--- src/smcs_pkg.sv ---
`timescale 1ns / 1ps

package smcs_pkg;

    // SDO command specifiers and object indexes
    localparam logic [7:0]  SDO_CCS_WRITE4 = 8'h23;
    localparam logic [7:0]  SDO_SCS_ABORT  = 8'h80;
    localparam logic [7:0]  SDO_SCS_ACK    = 8'h60;
    localparam logic [7:0]  IDX_MAP_CLEAR  = 8'h31;
    localparam logic [7:0]  IDX_MAP_ROW    = 8'h30;
    localparam logic [7:0]  IDX_SAVE       = 8'h50;
    localparam logic [7:0]  SUB_TX_MAP     = 8'h00;
    localparam logic [7:0]  SUB_RX_MAP     = 8'h80;
    localparam logic [7:0]  SUB_SAVE_FLASH = 8'h02;
    localparam logic [10:0] REQ_BASE       = 11'h600;
    localparam logic [10:0] RSP_BASE       = 11'h580;

    localparam int NODE_W = 7;
    localparam int ROW_W  = 3;
    localparam int RUN_W  = 3;

    localparam logic [NODE_W-1:0] NODE_RESET = 7'd1;

    typedef logic [10:0][7:0] map_row_t;

    typedef struct packed {
        logic       cmd;
        logic [10:0] frame_id;
        logic [7:0] resp_first_byte;
    } item_t;

    typedef struct packed {
        logic        kind;
        logic [10:0] tx_id;
        logic [63:0] tx_data;
    } result_t;

    // Fixed mapping table; byte 0 sits at index 0. Rows past the table read as zero.
    function automatic map_row_t map_rom(input logic [ROW_W-1:0] row);
        map_row_t r;
        r = '0;
        case (row)
            3'd0: r = {8'h00, 8'h03, 8'hE8, 8'h08, 8'h00, 8'h07, 8'hD0,
                       8'h00, 8'h00, 8'h01, 8'h90};
            3'd1: r = {8'h00, 8'h27, 8'h10, 8'h10, 8'h08, 8'h07, 8'hD1,
                       8'h00, 8'h00, 8'h01, 8'h90};
            3'd2: r = {8'h00, 8'h03, 8'hE8, 8'h10, 8'h18, 8'h07, 8'hDC,
                       8'h00, 8'h00, 8'h01, 8'h90};
            3'd3: r = {8'h1E, 8'h03, 8'hE8, 8'h08, 8'h28, 8'h07, 8'hE3,
                       8'h00, 8'h00, 8'h01, 8'h90};
            3'd4: r = {8'h1E, 8'h03, 8'hE8, 8'h08, 8'h30, 8'h07, 8'hE4,
                       8'h00, 8'h00, 8'h01, 8'h90};
            default: r = '0;
        endcase
        return r;
    endfunction

endpackage

--- src/smcs_if.sv ---
`timescale 1ns / 1ps

interface smcs_in_if;
    logic        valid;
    logic        ready;
    logic        cmd;
    logic [10:0] frame_id;
    logic [7:0]  resp_first_byte;

    modport source (output valid, output cmd, output frame_id, output resp_first_byte,
                    input ready);
    modport sink (input valid, input cmd, input frame_id, input resp_first_byte,
                  output ready);
endinterface

interface smcs_out_if;
    logic        valid;
    logic        ready;
    logic        kind;
    logic [10:0] tx_id;
    logic [63:0] tx_data;

    modport source (output valid, output kind, output tx_id, output tx_data,
                    input ready);
    modport sink (input valid, input kind, input tx_id, input tx_data,
                  output ready);
endinterface

--- src/smcs_in_stage.sv ---
`timescale 1ns / 1ps

module smcs_in_stage (
    input  logic           clk,
    input  logic           rst_n,
    smcs_in_if.sink        item,
    input  logic           take,
    output logic           held_valid,
    output smcs_pkg::item_t held
);
    import smcs_pkg::*;

    logic  valid_reg;
    item_t item_reg;

    // accept when empty or when the held word leaves this cycle
    assign item.ready = !valid_reg || take;
    assign held_valid = valid_reg;
    assign held       = item_reg;

    always_ff @(posedge clk or negedge rst_n)
    begin
        if (!rst_n)
        begin
            valid_reg <= 1'b0;
        end
        else if (item.ready)
        begin
            valid_reg <= item.valid;
        end
    end

    always_ff @(posedge clk)
    begin
        if (item.ready && item.valid)
        begin
            item_reg <= '{cmd: item.cmd, frame_id: item.frame_id,
                          resp_first_byte: item.resp_first_byte};
        end
    end

endmodule

--- src/smcs_seq.sv ---
`timescale 1ns / 1ps

module smcs_seq #(
    parameter int MAP_ROWS    = 5,
    parameter int ABORT_LIMIT = 4
) (
    input  logic                          clk,
    input  logic                          rst_n,
    input  logic [smcs_pkg::NODE_W-1:0]   node_id,
    input  logic                          fire,
    input  smcs_pkg::item_t               cur,
    output logic                          res_valid,
    output smcs_pkg::result_t             res
);
    import smcs_pkg::*;

    typedef enum logic [2:0] {
        PH_CLEAR_TX = 3'd0,
        PH_CLEAR_RX = 3'd1,
        PH_MAP      = 3'd2,
        PH_SKIP_RX  = 3'd3,
        PH_SAVE     = 3'd4,
        PH_DONE     = 3'd5
    } phase_t;

    phase_t           phase_reg, phase_next;
    logic [1:0]       sub_reg, sub_next;
    logic [ROW_W-1:0] row_reg, row_next;
    logic             await_reg, await_next;
    logic             abort_reg, abort_next;
    logic             ack_reg, ack_next;
    logic [RUN_W-1:0] run_reg, run_next;

    logic [10:0] req_id;
    logic [10:0] rsp_id;
    map_row_t    rom_row;
    logic        emit;
    logic [63:0] emit_data;

    assign req_id  = REQ_BASE + {4'd0, node_id};
    assign rsp_id  = RSP_BASE + {4'd0, node_id};
    assign rom_row = map_rom(row_reg);

    always_comb
    begin
        phase_next = phase_reg;
        sub_next   = sub_reg;
        row_next   = row_reg;
        await_next = await_reg;
        abort_next = abort_reg;
        ack_next   = ack_reg;
        run_next   = run_reg;
        emit       = 1'b0;
        emit_data  = '0;
        res_valid  = 1'b0;
        res        = '0;

        if (cur.cmd)
        begin
            if (cur.frame_id == rsp_id && await_reg)
            begin
                if (cur.resp_first_byte == SDO_SCS_ABORT)
                begin
                    abort_next = 1'b1;
                    if (run_reg != {RUN_W{1'b1}})
                    begin
                        run_next = run_reg + 1'b1;
                    end
                end
                else
                begin
                    if (cur.resp_first_byte == SDO_SCS_ACK)
                    begin
                        ack_next = 1'b1;
                    end
                    run_next = '0;
                end
                await_next = 1'b0;
                if (run_next > RUN_W'(ABORT_LIMIT))
                begin
                    phase_next = PH_DONE;
                end
            end
        end
        else
        begin
            unique case (phase_reg)
                PH_CLEAR_TX, PH_CLEAR_RX:
                begin
                    if (!await_reg && !abort_reg)
                    begin
                        emit      = 1'b1;
                        emit_data = {40'd0, IDX_MAP_CLEAR,
                                     (phase_reg == PH_CLEAR_TX) ? SUB_TX_MAP : SUB_RX_MAP,
                                     SDO_CCS_WRITE4};
                    end
                    else if (abort_reg)
                    begin
                        abort_next = 1'b0;
                        if (phase_reg == PH_CLEAR_RX)
                        begin
                            sub_next   = 2'd0;
                            ack_next   = 1'b0;
                            phase_next = PH_MAP;
                        end
                        else
                        begin
                            phase_next = PH_CLEAR_RX;
                        end
                    end
                end
                PH_MAP:
                begin
                    if (row_reg >= ROW_W'(MAP_ROWS))
                    begin
                        await_next = 1'b0;
                        sub_next   = 2'd0;
                        row_next   = '0;
                        phase_next = PH_SKIP_RX;
                    end
                    else
                    begin
                        // cascade through the three writes of a row
                        if (sub_next == 2'd0)
                        begin
                            if (ack_next)
                            begin
                                sub_next = 2'd1;
                                ack_next = 1'b0;
                            end
                            else if (!await_reg)
                            begin
                                emit      = 1'b1;
                                emit_data = {rom_row[3], rom_row[2], rom_row[1], rom_row[0],
                                             8'h00, IDX_MAP_ROW, 8'h00, SDO_CCS_WRITE4};
                            end
                        end
                        if (!emit && sub_next == 2'd1)
                        begin
                            if (ack_next)
                            begin
                                sub_next = 2'd2;
                                ack_next = 1'b0;
                            end
                            else if (!await_reg)
                            begin
                                emit      = 1'b1;
                                emit_data = {rom_row[7], rom_row[6], rom_row[5], rom_row[4],
                                             8'h01, IDX_MAP_ROW, 8'h00, SDO_CCS_WRITE4};
                            end
                        end
                        if (!emit && sub_next == 2'd2)
                        begin
                            if (ack_next)
                            begin
                                sub_next = 2'd0;
                                ack_next = 1'b0;
                                row_next = row_reg + 1'b1;
                            end
                            else if (!await_reg)
                            begin
                                emit      = 1'b1;
                                emit_data = {rom_row[10], 8'h00, rom_row[9], rom_row[8],
                                             8'h02, IDX_MAP_ROW, 8'h00, SDO_CCS_WRITE4};
                            end
                        end
                    end
                end
                PH_SKIP_RX:
                begin
                    await_next = 1'b0;
                    sub_next   = 2'd0;
                    row_next   = '0;
                    ack_next   = 1'b0;
                    phase_next = PH_SAVE;
                end
                PH_SAVE:
                begin
                    if (!await_reg && !ack_reg)
                    begin
                        emit      = 1'b1;
                        emit_data = {40'd0, IDX_SAVE, SUB_SAVE_FLASH, SDO_CCS_WRITE4};
                    end
                    else if (ack_reg)
                    begin
                        phase_next = PH_DONE;
                    end
                end
                default:
                begin
                    res_valid = 1'b1;
                    res.kind  = 1'b1;
                end
            endcase

            if (emit)
            begin
                await_next  = 1'b1;
                res_valid   = 1'b1;
                res.kind    = 1'b0;
                res.tx_id   = req_id;
                res.tx_data = emit_data;
            end
        end
    end

    always_ff @(posedge clk or negedge rst_n)
    begin
        if (!rst_n)
        begin
            phase_reg <= PH_CLEAR_TX;
            sub_reg   <= 2'd0;
            row_reg   <= '0;
            await_reg <= 1'b0;
            abort_reg <= 1'b0;
            ack_reg   <= 1'b0;
            run_reg   <= '0;
        end
        else if (fire)
        begin
            phase_reg <= phase_next;
            sub_reg   <= sub_next;
            row_reg   <= row_next;
            await_reg <= await_next;
            abort_reg <= abort_next;
            ack_reg   <= ack_next;
            run_reg   <= run_next;
        end
    end

endmodule

--- src/smcs_out_stage.sv ---
`timescale 1ns / 1ps

module smcs_out_stage (
    input  logic              clk,
    input  logic              rst_n,
    input  logic              load,
    input  smcs_pkg::result_t res,
    output logic              space,
    smcs_out_if.source        result
);
    import smcs_pkg::*;

    logic    valid_reg;
    result_t res_reg;

    // room when empty or when the waiting word is taken this cycle
    assign space          = !valid_reg || result.ready;
    assign result.valid   = valid_reg;
    assign result.kind    = res_reg.kind;
    assign result.tx_id   = res_reg.tx_id;
    assign result.tx_data = res_reg.tx_data;

    always_ff @(posedge clk or negedge rst_n)
    begin
        if (!rst_n)
        begin
            valid_reg <= 1'b0;
        end
        else if (space)
        begin
            valid_reg <= load;
        end
    end

    always_ff @(posedge clk)
    begin
        if (load)
        begin
            res_reg <= res;
        end
    end

endmodule

--- src/sdo_mapping_config_sequencer.sv ---
`timescale 1ns / 1ps

// Channel   Dir  Handshake     Word
// item      in   valid/ready   cmd, frame_id[10:0], resp_first_byte[7:0]
// result    out  valid/ready   kind, tx_id[10:0], tx_data[63:0]
// cfg       in   cfg_we        cfg_wdata[6:0] = node_id
//
// One word per cycle sustained while the result is not stalled; a word passes
// through the input register, then through the next-state logic into the
// result register. Reset clears the sequencer state and sets node_id to 1.
// A stalled result holds the result register; the input register keeps
// accepting while it has room, then drops ready until the result is taken.

module sdo_mapping_config_sequencer #(
    parameter int MAP_ROWS    = 5,
    parameter int ABORT_LIMIT = 4
) (
    input  logic                        clk,
    input  logic                        rst_n,
    input  logic                        cfg_we,
    input  logic [smcs_pkg::NODE_W-1:0] cfg_wdata,
    smcs_in_if.sink                     item,
    smcs_out_if.source                  result
);
    import smcs_pkg::*;

    logic [NODE_W-1:0] node_reg;
    logic              held_valid;
    item_t             held;
    logic              space;
    logic              fire;
    logic              res_valid;
    result_t           res;

    // advance the held word only when the result register can take its output
    assign fire = held_valid && space;

    always_ff @(posedge clk or negedge rst_n)
    begin
        if (!rst_n)
        begin
            node_reg <= NODE_RESET;
        end
        else if (cfg_we)
        begin
            node_reg <= cfg_wdata;
        end
    end

    smcs_in_stage u_in (
        .clk        (clk),
        .rst_n      (rst_n),
        .item       (item),
        .take       (fire),
        .held_valid (held_valid),
        .held       (held)
    );

    smcs_seq #(
        .MAP_ROWS    (MAP_ROWS),
        .ABORT_LIMIT (ABORT_LIMIT)
    ) u_seq (
        .clk       (clk),
        .rst_n     (rst_n),
        .node_id   (node_reg),
        .fire      (fire),
        .cur       (held),
        .res_valid (res_valid),
        .res       (res)
    );

    smcs_out_stage u_out (
        .clk    (clk),
        .rst_n  (rst_n),
        .load   (fire && res_valid),
        .res    (res),
        .space  (space),
        .result (result)
    );

endmodule

--- src/flat_wrapper.sv ---
// flat-port wrapper written by rule: the top's interface ports become plain ports
module sdo_mapping_config_sequencer_flat import smcs_pkg::*;
#(
    parameter int MAP_ROWS    = 5,
    parameter int ABORT_LIMIT = 4
)
  (clk, rst_n, cfg_we, cfg_wdata, item_valid, item_cmd, item_frame_id, item_resp_first_byte, item_ready, result_valid, result_kind, result_tx_id, result_tx_data, result_ready);
  smcs_in_if item_i ();
  smcs_out_if result_i ();
  input  logic clk;
  input  logic rst_n;
  input  logic cfg_we;
  input  logic [smcs_pkg::NODE_W-1:0] cfg_wdata;
  input wire logic [$bits(item_i.valid)-1:0] item_valid;
  input wire logic [$bits(item_i.cmd)-1:0] item_cmd;
  input wire logic [$bits(item_i.frame_id)-1:0] item_frame_id;
  input wire logic [$bits(item_i.resp_first_byte)-1:0] item_resp_first_byte;
  output wire logic [$bits(item_i.ready)-1:0] item_ready;
  output wire logic [$bits(result_i.valid)-1:0] result_valid;
  output wire logic [$bits(result_i.kind)-1:0] result_kind;
  output wire logic [$bits(result_i.tx_id)-1:0] result_tx_id;
  output wire logic [$bits(result_i.tx_data)-1:0] result_tx_data;
  input wire logic [$bits(result_i.ready)-1:0] result_ready;
  assign item_i.valid = item_valid;
  assign item_i.cmd = item_cmd;
  assign item_i.frame_id = item_frame_id;
  assign item_i.resp_first_byte = item_resp_first_byte;
  assign item_ready = item_i.ready;
  assign result_valid = result_i.valid;
  assign result_kind = result_i.kind;
  assign result_tx_id = result_i.tx_id;
  assign result_tx_data = result_i.tx_data;
  assign result_i.ready = result_ready;
  sdo_mapping_config_sequencer #(.MAP_ROWS(MAP_ROWS), .ABORT_LIMIT(ABORT_LIMIT)) u_core (.clk(clk), .rst_n(rst_n), .cfg_we(cfg_we), .cfg_wdata(cfg_wdata), .item(item_i), .result(result_i));
endmodule
--- config.mk ---
export PLATFORM = sky130hd
export DESIGN_NAME = sdo_mapping_config_sequencer_flat
export DESIGN_NICKNAME = d
export VERILOG_FILES = /design/src/smcs_pkg.sv /design/src/smcs_if.sv /design/src/smcs_in_stage.sv /design/src/smcs_seq.sv /design/src/smcs_out_stage.sv /design/src/sdo_mapping_config_sequencer.sv /design/src/flat_wrapper.sv
export SDC_FILE = /design/constraint.sdc
export NUM_CORES = 1
export LEC_CHECK = 0
export ABC_AREA = 0
export BUFFER_PORTS_ARGS = -buffer_cell sky130_fd_sc_hd__buf_2
export CAP_MARGIN = 20
export CELL_PAD_IN_SITES_DETAIL_PLACEMENT = 0
export CELL_PAD_IN_SITES_GLOBAL_PLACEMENT = 1
export CORE_UTILIZATION = 40
export DETAILED_ROUTE_END_ITERATION = 6
export HOLD_SLACK_MARGIN = 0.05
export PLACE_DENSITY = 0.8
export SLEW_MARGIN = 10
export SYNTH_ARGS = -nofsm -noshare
export SYNTH_HDL_FRONTEND = slang
export SYNTH_SLANG_ARGS = --single-unit
--- constraint.sdc ---
create_clock -name clk -period 5.6 [get_ports clk]
set_input_delay 1.12 -clock clk [delete_from_list [all_inputs] [get_ports clk]]
set_output_delay 1.12 -clock clk [all_outputs]
set_load 0.02 [all_outputs]
After elaboration in Yosys (flattened, before gate mapping)
Index checks and enable logic that the tools add are counted.
W data, S select, Z words.
- add/sub/neg operators: 4
- $lt $le $gt $ge: 2
- equal/unequal tests: 33
- multiplexer cells: 101
- bitwise logic cells: 2
- reduce and logical (&&, ||, !) cells: 37
- operator list (kind ; count):
    $mux W64 ; 10
    $pmux W85 S5 ; 1
    $pmux W64 S3 ; 1
    $mux W1 ; 48
    $mux W3 ; 15
    $mux W2 ; 17
    $mux W23 ; 1
    $mux W22 ; 1
    $ne A3 B2 Y1 const B ; 7
    $reduce_and A9 Y1 ; 2
    $ne A2 B2 Y1 const B ; 8
    $eq A3 B2 Y1 const B ; 4
    $pmux W3 S4 ; 1
    $add A10 B8 Y11 const A ; 1
    $add A11 B7 Y11 const A ; 1
    $eq A11 B11 Y1 ; 1
    $reduce_and A5 Y1 ; 2
    $ne A3 B3 Y1 const B ; 3
    $eq A8 B7 Y1 const B ; 1
    $eq A8 B8 Y1 const B ; 1
    $logic_and A1 B1 Y1 ; 8
    $mux W8 ; 1
    $reduce_bool A4 Y1 ; 2
    $logic_not A1 Y1 ; 7
    25 further kinds ; 35
- register bits after elaboration: 119
- output and inout port bits: 78

Longest topological paths before layout
Gate-level depths: netlist of the first run.
- word-level depth: 21
- gate-level depth with buffers: 9
- mapped depth without buffers: 8

Cells and area by module
Synthesis of the first run repeated with hierarchy kept, for this count alone.
- cells, all modules: 380
- area total of the unflattened synthesis: 5238.8 um^2
- by module, submodules not included (module ; instances ; cells an instance ; area an instance (um^2)):
    smcs_out_stage ; 1 ; 79 ; 2329.7
    smcs_seq ; 1 ; 260 ; 1949.4
    smcs_in_stage ; 1 ; 24 ; 654.4
    sdo_mapping_config_sequencer ; 1 ; 17 ; 305.3

Least setup slack after synthesis of the first run
OpenSTA, ideal clock, no wires.
- path kind: reg-to-reg
- start: register u_core.u_seq.row_reg[1]
- end: register u_core.u_out.res_reg, in the netlist u_core.u_out.result.kind, enable pin
- setup time: 0.475 ns
- arrival: 4.108 ns
- setup slack: 1.017 ns
- stages on the path, launching flop included: 8
- path buffers: 1
- period minus slack after synthesis: 4.583 ns
- cell sequence: dfrtp_1 -> inv_1 -> ha_1 -> o31ai_1 -> nor2b_1 -> clkbuf_1 -> a31oi_1 -> a21boi_0
- cells in the longest elaborated chain, start to end: 7
- RTL lines (element ; line ; source):
    start, declared ; smcs_seq.sv:28 ; logic [ROW_W-1:0] row_reg, row_next;
    start signal, assigned ; smcs_seq.sv:223 ; row_reg <= row_next;
    $ge A3 B3 Y1 ; smcs_seq.sv:114 ; if (row_reg >= ROW_W'(MAP_ROWS))
    $mux W1 ; smcs_seq.sv:114 ;
    $pmux W1 S3 ; smcs_seq.sv:87 ; unique case (phase_reg)
    $mux W1 ; smcs_seq.sv:58 ; if (cur.cmd)
    $mux W1 ; smcs_seq.sv:196 ; if (emit)
    $mux W1 ; smcs_seq.sv:58 ;
    $logic_and A1 B1 Y1 ; sdo_mapping_config_sequencer.sv:75 ; .load (fire && res_valid),
    net u_core.u_out.load ; smcs_out_stage.sv:6 ; input logic load,
    end signal, assigned ; smcs_out_stage.sv:39 ; res_reg <= res;
    end, declared ; smcs_out_stage.sv:14 ; result_t res_reg;
The timed path passes the listed nets, and every way through them passes these cells. The select of a mux whose other input is x is not followed.
A chain may end at the register's enable or synchronous reset.

Worst setup path in the final report of the first run
- start: register u_core.u_seq.row_reg[1]
- end: register u_core.u_out.res_reg, in the netlist u_core.u_out.result.tx_data[51] (data pin)
- cells in the longest elaborated chain, start to end: 10
- elaborated cells between the ends (all ways): 20
- those cells by class: 1 x order compare; 4 x eq/ne; 12 x mux; 1 x bitwise; 2 x reduce/logical
- RTL lines (element ; line ; source):
    $eq A3 B3 Y1, or another cell as far along ; smcs_pkg.sv:42 ; case (row)
    $pmux W85 S5 ; smcs_pkg.sv:42 ;
    $mux W64 ; smcs_seq.sv:145 ; else if (!await_reg)
    $mux W64 ; smcs_seq.sv:140 ; if (ack_next)
    $mux W64 ; smcs_seq.sv:138 ; if (!emit && sub_next == 2'd1)
    $mux W64 ; smcs_seq.sv:160 ; else if (!await_reg)
    $mux W64 ; smcs_seq.sv:154 ; if (ack_next)
    $mux W64 ; smcs_seq.sv:152 ; if (!emit && sub_next == 2'd2)
    $mux W64 ; smcs_seq.sv:114 ;
    $pmux W64 S3 ; smcs_seq.sv:87 ;
Parallel ways exist; a longest one is shown, timed or not. The select of a mux whose other input is x is not followed.

==> results.yml, run 1 <==
layout:
  fin_cells: 552
  final_cell_area_sq_um: 4430
  nFillCells: 915
  nets: 456
  largest_register_ffs: 24
  synthToLayoutAreaGrowth_pct: 12.7
  drive_above_1_share_pct: 26.2
  antenna_cells: 0
placed_design:
  placed_area_sq_um: 4200
  post-place-cells: 535
  gp_congestion: 0.848
  dp_hpwl_um: 5220
  io_buffers: 73
timing:
  slew_violations: 0
  whs_ps: 563
  setup_viol: 0
  setup_tns_ps: 0
  slew_headroom_pct: 47.1
  finalCritPeriodShare_pct: 58.2
  hold_viol: 0
  max_freq_mhz: 307
  finClkSkew_ps: 10.7
  worst_slew_pin_slew_ps: 794
  rsz0062_at_grt: "no"
  period_minus_slack_ps: 3260
die:
  die_x_um: 101
  num_rows: 35
  die_h_um: 101
  pin_count: 110
  core_area_sq_um: 9370
  die_area_sq_um: 10200
  start_util_pct: 42.0
status:
  status: "finished, final reports clean"
yosys:
  ys_types: 56
  synthArstFlopShare_pct: 30.3
  yosys_register_bits: 76
  ys.flop_type: "edfxtp_1"
  synth_top_area_share_pct: 40.5
  synth_warnings: 0
  syn_area_per_cell_sq_um: 11.1
  synth_common_cells: "edfxtp_1 (53), buf_4 (44), nor2_1 (37)"
  synth_top_area_cell: "edfxtp_1"
  seq_area_frac_synth_pct: 55.1
  yosys.cell_count.top_type: "edfxtp_1"
  syn_inst: 355
  synth_area_leaders: "edfxtp_1 (40%), dfrtp_1 (14%), buf_4 (8.4%), nor2_1 (3.5%), a21oi_1 (3.2%)"
  synth_edf_count: 53
  syn_area_sq_um: 3930
drt:
  wl_per_cell_um: 13.0
  viasPerCell: 4.86
  finalWirelength_um: 7180
  drcViolationCount: 0
  first_iter_violations: 98
  ant_nets: 0
  drt-pass1-iter-count: 4
  vias: 2683
clocking:
  clock_latency_ps: 360
  clock_path_buffers: 2
  ctsHoldBuffers: 0
  clkTransAtPathRegs_ps: 80
  htreeDepth: 3
  cts_setup_buffers: 0
  cts_tree: "done"
  ctsResizeCount: 0
  root_buffer: "clkbuf_8"
  clock-sinks: 76
  cts_buffers: 9
worst_setup_path:
  crit_type: "reg -> reg"
  worst-path-max-fanout: 15
  critPathCaptureType: "register"
  timing.rr.start: "u_core.u_seq.row_reg[1]$_DFFE_PN0P_"
  reg2reg_setup_slack_ps: 2340
  worstPathRequired_ps: 5810
  rr_endpoint: "u_core.u_out.result.tx_data[51]$_SDFFCE_PN0P_"
  rr_worst_depth: 7
  startpoint_type: "register"
  crit_arrival_ps: 3470
global_routing:
  grt_pass1_vias: 2544
  grt_usage_pct: 15.3
  grt_max_degree: 35
  antenna_found_initial: 0
  grt_pass1_wl_um: 11800
  grt_overflow: 0
min_path:
  worstHoldStart: "u_core.node_reg[4]$_DFFE_PN0P_"
  whs_path_depth: 1
  hold_end: "u_core.node_reg[4]$_DFFE_PN0P_"
  min_path_type: "reg -> reg"
power_and_ir_drop:
  power.leakage_nw: 1.74
  p_per_area_nw_per_um2: 259
  irDropWorstVdd_v: 0.000173
flow_run:
  cap_violations: 0
==> metal layers <==
layer  vias to the layer above  routed length, um  track usage (%)
met1                      1265               3060             17.4
met3                        13                402             4.69
li1                       1318                  -                -
met2                        87               3580             26.6
met4                         0                133             6.47
met5                         -                  0                0
==> per-stage QoR <==
stage | worst slack [ps] | total power, W | utilization [%]
2_1_floorplan | 1020 | 0.000725 | -
3_5_place_dp | 2170 | 0.000732 | 44.8
5_1_grt | 2060 | 0.00120 | 47.3
6_report | 2340 | 0.00115 | 47.3
3_3_place_gp | 2370 | 0.000730 | 44.8
4_1_cts | 2170 | 0.00116 | 47.0
==> placed cells by master (no fill, tap or decap), types with 9 or more instances in the layout <==
cell type  Yosys  layout
conb_1         1      36
dfrtp_1       22      22
nor2_1        37      37
nor3_1        13      13
nand2_1       17      17
o21ai_0       13      13
buf_2          1      73
edfxtp_1      53      53
inv_1         10      10
clkbuf_8       2       9
a21oi_1       25      25
nand3_1        9       9
==> kinds of logic after synthesis <==
logic type	count (synthesis)	share of synthesized area (%)
AO/OA/AOI/OAI	62	9.92
XOR/XNOR	9	2.00
adder cells (fa/ha/maj)	6	1.91
buffers and inverters	67	11.1
flip-flops	76	55.1
multiplexers	13	3.69
other	1	0.0953
AND/OR/NAND/NOR	121	16.1
==> how the worst max path moves through the flow <==
stage,from,to,slack [ps],depth (start not counted)
after floorplan,u_core.u_seq.row_reg[1]$_DFFE_PN0P_,u_core.u_out.result.kind$_SDFFCE_PP0P_,1020,7
after global placement,u_core.u_seq.row_reg[1]$_DFFE_PN0P_,u_core.u_out.result.tx_data[36]$_SDFFCE_PN0P_,2370,6
after detailed placement,u_core.u_seq.row_reg[1]$_DFFE_PN0P_,u_core.u_out.result.tx_data[40]$_SDFFCE_PN0P_,2170,6
after CTS,u_core.u_seq.row_reg[1]$_DFFE_PN0P_,u_core.u_out.result.tx_data[22]$_SDFFCE_PN0P_,2170,6
after global routing,u_core.u_seq.row_reg[1]$_DFFE_PN0P_,u_core.u_out.result.tx_data[32]$_SDFFCE_PN0P_,2060,7
final,u_core.u_seq.row_reg[1]$_DFFE_PN0P_,u_core.u_out.result.tx_data[51]$_SDFFCE_PN0P_,2340,7
==> worst max-delay path, stage by stage (launching register included) <==
cell and delay (ps):
dfrtp_1 460, inv_1 120, ha_1 250, o31ai_1 540, nor2b_1 480, nand4b_1 580
or3_1 560, a21oi_1 120
==> where the power goes <==
group	internal, W	leakage (nW)	total (W)	switching, W
Combinational	0.0000307	0.866	0.0000857	0.0000550
Sequential	0.000619	0.778	0.000634	0.0000143
Clock	0.000212	0.0973	0.000431	0.000219
Total	0.000862	1.74	0.00115	0.000288
==> cell type report <==
class / count / area [sq um] / share of cell area [%]
sequential: 76 / 2170 / 48.9
inverter: 10 / 37.5 / 0.847
timing repair buffer: 74 / 393 / 8.86
clock buffer: 9 / 124 / 2.79
clock inverter: 7 / 80.1 / 1.81
tap: 129 / 161 / 3.64
multi-input combinational: 247 / 1470 / 33.2
Note: power is estimated with default switching activity, not from simulation.
==> run 2, diff against run 1 <==
--- a/config.mk
+++ b/config.mk
@@ -5,15 +5,15 @@
 export SDC_FILE = /design/constraint.sdc
 export NUM_CORES = 1
 export LEC_CHECK = 0
-export ABC_AREA = 0
+export ABC_AREA = 1
 export BUFFER_PORTS_ARGS = -buffer_cell sky130_fd_sc_hd__buf_2
 export CAP_MARGIN = 20
 export CELL_PAD_IN_SITES_DETAIL_PLACEMENT = 0
 export CELL_PAD_IN_SITES_GLOBAL_PLACEMENT = 1
-export CORE_UTILIZATION = 40
+export CORE_UTILIZATION = 39
 export DETAILED_ROUTE_END_ITERATION = 6
 export HOLD_SLACK_MARGIN = 0.05
-export PLACE_DENSITY = 0.8
+export PLACE_DENSITY = 0.81
 export SLEW_MARGIN = 10
 export SYNTH_ARGS = -nofsm -noshare
 export SYNTH_HDL_FRONTEND = slang
==> constraint.sdc (replaced) <==
create_clock -name clk -period 3.3 [get_ports clk]
set_input_delay 0.66 -clock clk [delete_from_list [all_inputs] [get_ports clk]]
set_output_delay 0.66 -clock clk [all_outputs]
set_load 0.02 [all_outputs]
==> run 2 against run 1 <==
Compared with the run above:
- register-to-register slack lost 1100 ps
- power grew to 2.6 times the previous value
- setup slack lost 1100 ps
- first-iteration DRC count grew 31%
- global-route usage is essentially flat
==> results.yml, run 2 <==
die:
  num_rows: 36
  die_h_um: 102
  pin_count: 110
  die_area_sq_um: 10500
  start_util_pct: 40.2
  core_area_sq_um: 9770
  die_x_um: 102
yosys:
  synth_xor_area_share_pct: 0.446
  yosys_register_bits: 76
  synth_warnings: 0
  synth_top_area_cell: "edfxtp_1"
  ys.flop_type: "edfxtp_1"
  synthArstFlopShare_pct: 30.3
  yosys.cell_count.top_type: "nand2_1"
  synth_common_cells: "nand2_1 (96), edfxtp_1 (53), inv_1 (48)"
  ys_types: 38
  seq_area_frac_synth_pct: 55.2
  syn_area_sq_um: 3930
  yosys.area_share.simple_pct: 22.2
  syn_inst: 423
  muxShareOfSynthArea_pct: 0
  synth_compound_area_share_pct: 6.24
  synth_fa_ha_area_share_pct: 1.91
  synth_top_area_share_pct: 40.5
  synth_top_family_by_area: "simple AND/OR/NAND/NOR gates"
  synth_edf_count: 53
  syn_area_per_cell_sq_um: 9.29
  synth_area_leaders: "edfxtp_1 (40%), dfrtp_1 (14%), nand2_1 (9.2%), buf_4 (8.2%), inv_1 (4.6%)"
drt:
  top_layer: "met4"
  drt-pass1-iter-count: 5
  first_iter_violations: 128
  drcViolationCount: 0
  ant_nets: 0
  viasPerCell: 4.46
  finalWirelength_um: 7570
  vias: 2825
  wl_per_cell_um: 11.9
  met1_length_um: 3560
  met3_length_um: 373
  wl_met2_um: 3560
global_routing:
  grt_overflow: 0
  grt_usage_pct: 15.3
  grt_max_degree: 34
  grt_pass1_vias: 2590
  antenna_found_initial: 0
  grt_pass1_wl_um: 12100
timing:
  setup_tns_ps: 0
  rsz0062_at_grt: "no"
  period_minus_slack_ps: 2090
  slew_headroom_pct: 47.7
  max_freq_mhz: 478
  slew_violations: 0
  finalCritPeriodShare_pct: 63.5
  hold_viol: 0
  worst_slew_pin_slew_ps: 783
  setup_viol: 0
  finClkSkew_ps: 14.8
layout:
  final_common_cell: "nand2_1"
  largest_register_ffs: 24
  fin_cells: 634
  nets: 534
  synthToLayoutAreaGrowth_pct: 13.3
  drive_above_1_share_pct: 23.2
  final_cell_mix: "nand2_1 (96), buf_2 (73), edfxtp_1 (53)"
  antenna_cells: 0
flow_run:
  cap_violations: 0
clocking:
  clock-sinks: 76
  root_buffer: "clkbuf_8"
  clock_latency_ps: 350
  clkTransAtPathRegs_ps: 90
  htreeDepth: 3
  cts_buffers: 9
  cts_setup_buffers: 0
  ctsResizeCount: 0
  cts_tree: "done"
  ctsHoldBuffers: 0
  clock_path_buffers: 2
min_path:
  min_path_type: "in -> async"
worst_setup_path:
  critical-path-top-delay-family: "buffers and inverters"
  rr_endpoint: "u_core.u_out.result.tx_data[32]$_SDFFCE_PN0P_"
  timing.rr.start: "u_core.u_seq.row_reg[1]$_DFFE_PN0P_"
  rr_worst_depth: 10
  slowest_stage: "dfrtp_1"
  crit_arrival_ps: 2100
  worst_path_largest_cell_delay_ps: 400
  worstPathRequired_ps: 3300
  critPathCaptureType: "register"
  crit_type: "reg -> reg"
  worst-path-max-fanout: 33
  critical_path_buf_inv_count: 4
  path_cells: "inv_1, ha_1, inv_1, nand3_1, nand2_1, nand3_2, nand4_1, nand2_1, inv_1, buf_4"
  startpoint_type: "register"
  cpMostUsedCell: "inv_1"
  reg2reg_setup_slack_ps: 1210
power_and_ir_drop:
  power_frac_seq_pct: 45.1
  irDropWorstVdd_v: 0.000223
  p_comb_share_pct: 32.1
  p_sw_share_pct: 38.8
  power.switching_w: 0.00115
  intPower_w: 0.00182
  p_clk_share_pct: 22.8
  p_per_area_nw_per_um2: 666
  power.leakage_nw: 2.13
placed_design:
  dp_hpwl_um: 5680
  gp_congestion: 0.828
  io_buffers: 73
  post-place-cells: 618
status:
  status: "finished, final reports clean"
## run 2: logic make-up (layout without fill, tap and decap cells)
family                   Yosys count  after routing
AO/OA/AOI/OAI                     44             44
buffers and inverters            103            146
AND/OR/NAND/NOR                  191            191
XOR/XNOR                           2              2
flip-flops                        76             76
adder cells (fa/ha/maj)            6              6
other                              1             36
## run 2: per-stage QoR
| stage | area [sq um] | total power [W] | hold WS, ps | setup slack (ps) | utilization (%) |
|---|---|---|---|---|---|
| after floorplan | 4060 | 0.00209 | 364 | 1090 | - |
| after global placement | 4260 | 0.00230 | 490 | 1210 | 43.6 |
| after detailed placement | 4260 | 0.00231 | 486 | 1180 | 43.6 |
| after CTS | 4460 | 0.00298 | 326 | 1180 | 45.6 |
| after global routing | 4460 | 0.00317 | 351 | 964 | 45.6 |
| final | 4460 | 0.00297 | 303 | 1210 | 45.6 |
## run 2: layer usage
| metal | vias to the layer above | GRT usage [%] |
|---|---|---|
| li1 | 1450 | - |
| met1 | 1279 | 20.1 |
| met2 | 90 | 25.2 |
| met3 | 6 | 3.08 |
| met4 | 0 | 5.16 |
| met5 | - | 0 |
## run 2: worst max-delay path by stage
| stage | startpoint | to | slack, ps | cells past startpoint |
|---|---|---|---|---|
| detailed placement | result_ready | u_core.u_out.result.tx_data[24]$_SDFFCE_PN0P_ | 1180 | 10 |
| global route | u_core.u_seq.row_reg[1]$_DFFE_PN0P_ | u_core.u_out.result.tx_data[38]$_SDFFCE_PN0P_ | 960 | 10 |
| CTS | u_core.u_seq.row_reg[1]$_DFFE_PN0P_ | u_core.u_out.result.tx_data[33]$_SDFFCE_PN0P_ | 1180 | 10 |
| global placement | result_ready | u_core.u_out.result.tx_data[32]$_SDFFCE_PN0P_ | 1210 | 10 |
| finish | u_core.u_seq.row_reg[1]$_DFFE_PN0P_ | u_core.u_out.result.tx_data[32]$_SDFFCE_PN0P_ | 1210 | 10 |
| floorplan | u_core.u_seq.row_reg[1]$_DFFE_PN0P_ | u_core.u_out.result.kind$_SDFFCE_PP0P_ | 1090 | 9 |
## run 2: power groups by stage
| stage | sequential [W] | clock, W | combinational (W) |
|---|---|---|---|
| 3_5_place_dp | 0.00136 | 0 | 0.000952 |
| 6_report | 0.00134 | 0.000677 | 0.000953 |
| 3_3_place_gp | 0.00135 | 0 | 0.000946 |
| 2_1_floorplan | 0.00142 | 0 | 0.000670 |
| 5_1_grt | 0.00136 | 0.000727 | 0.00108 |
| 4_1_cts | 0.00134 | 0.000689 | 0.000956 |
## run 2: layout make-up
type | instances | area, sq um
Clock buffer | 11 | 151
Clock inverter | 5 | 42.5
Fill cell | 958 | 5320
Inverter | 56 | 210
Multi-Input combinational cell | 279 | 1340
Sequential cell | 76 | 2170
Tap cell | 133 | 166
Timing Repair Buffer | 74 | 373
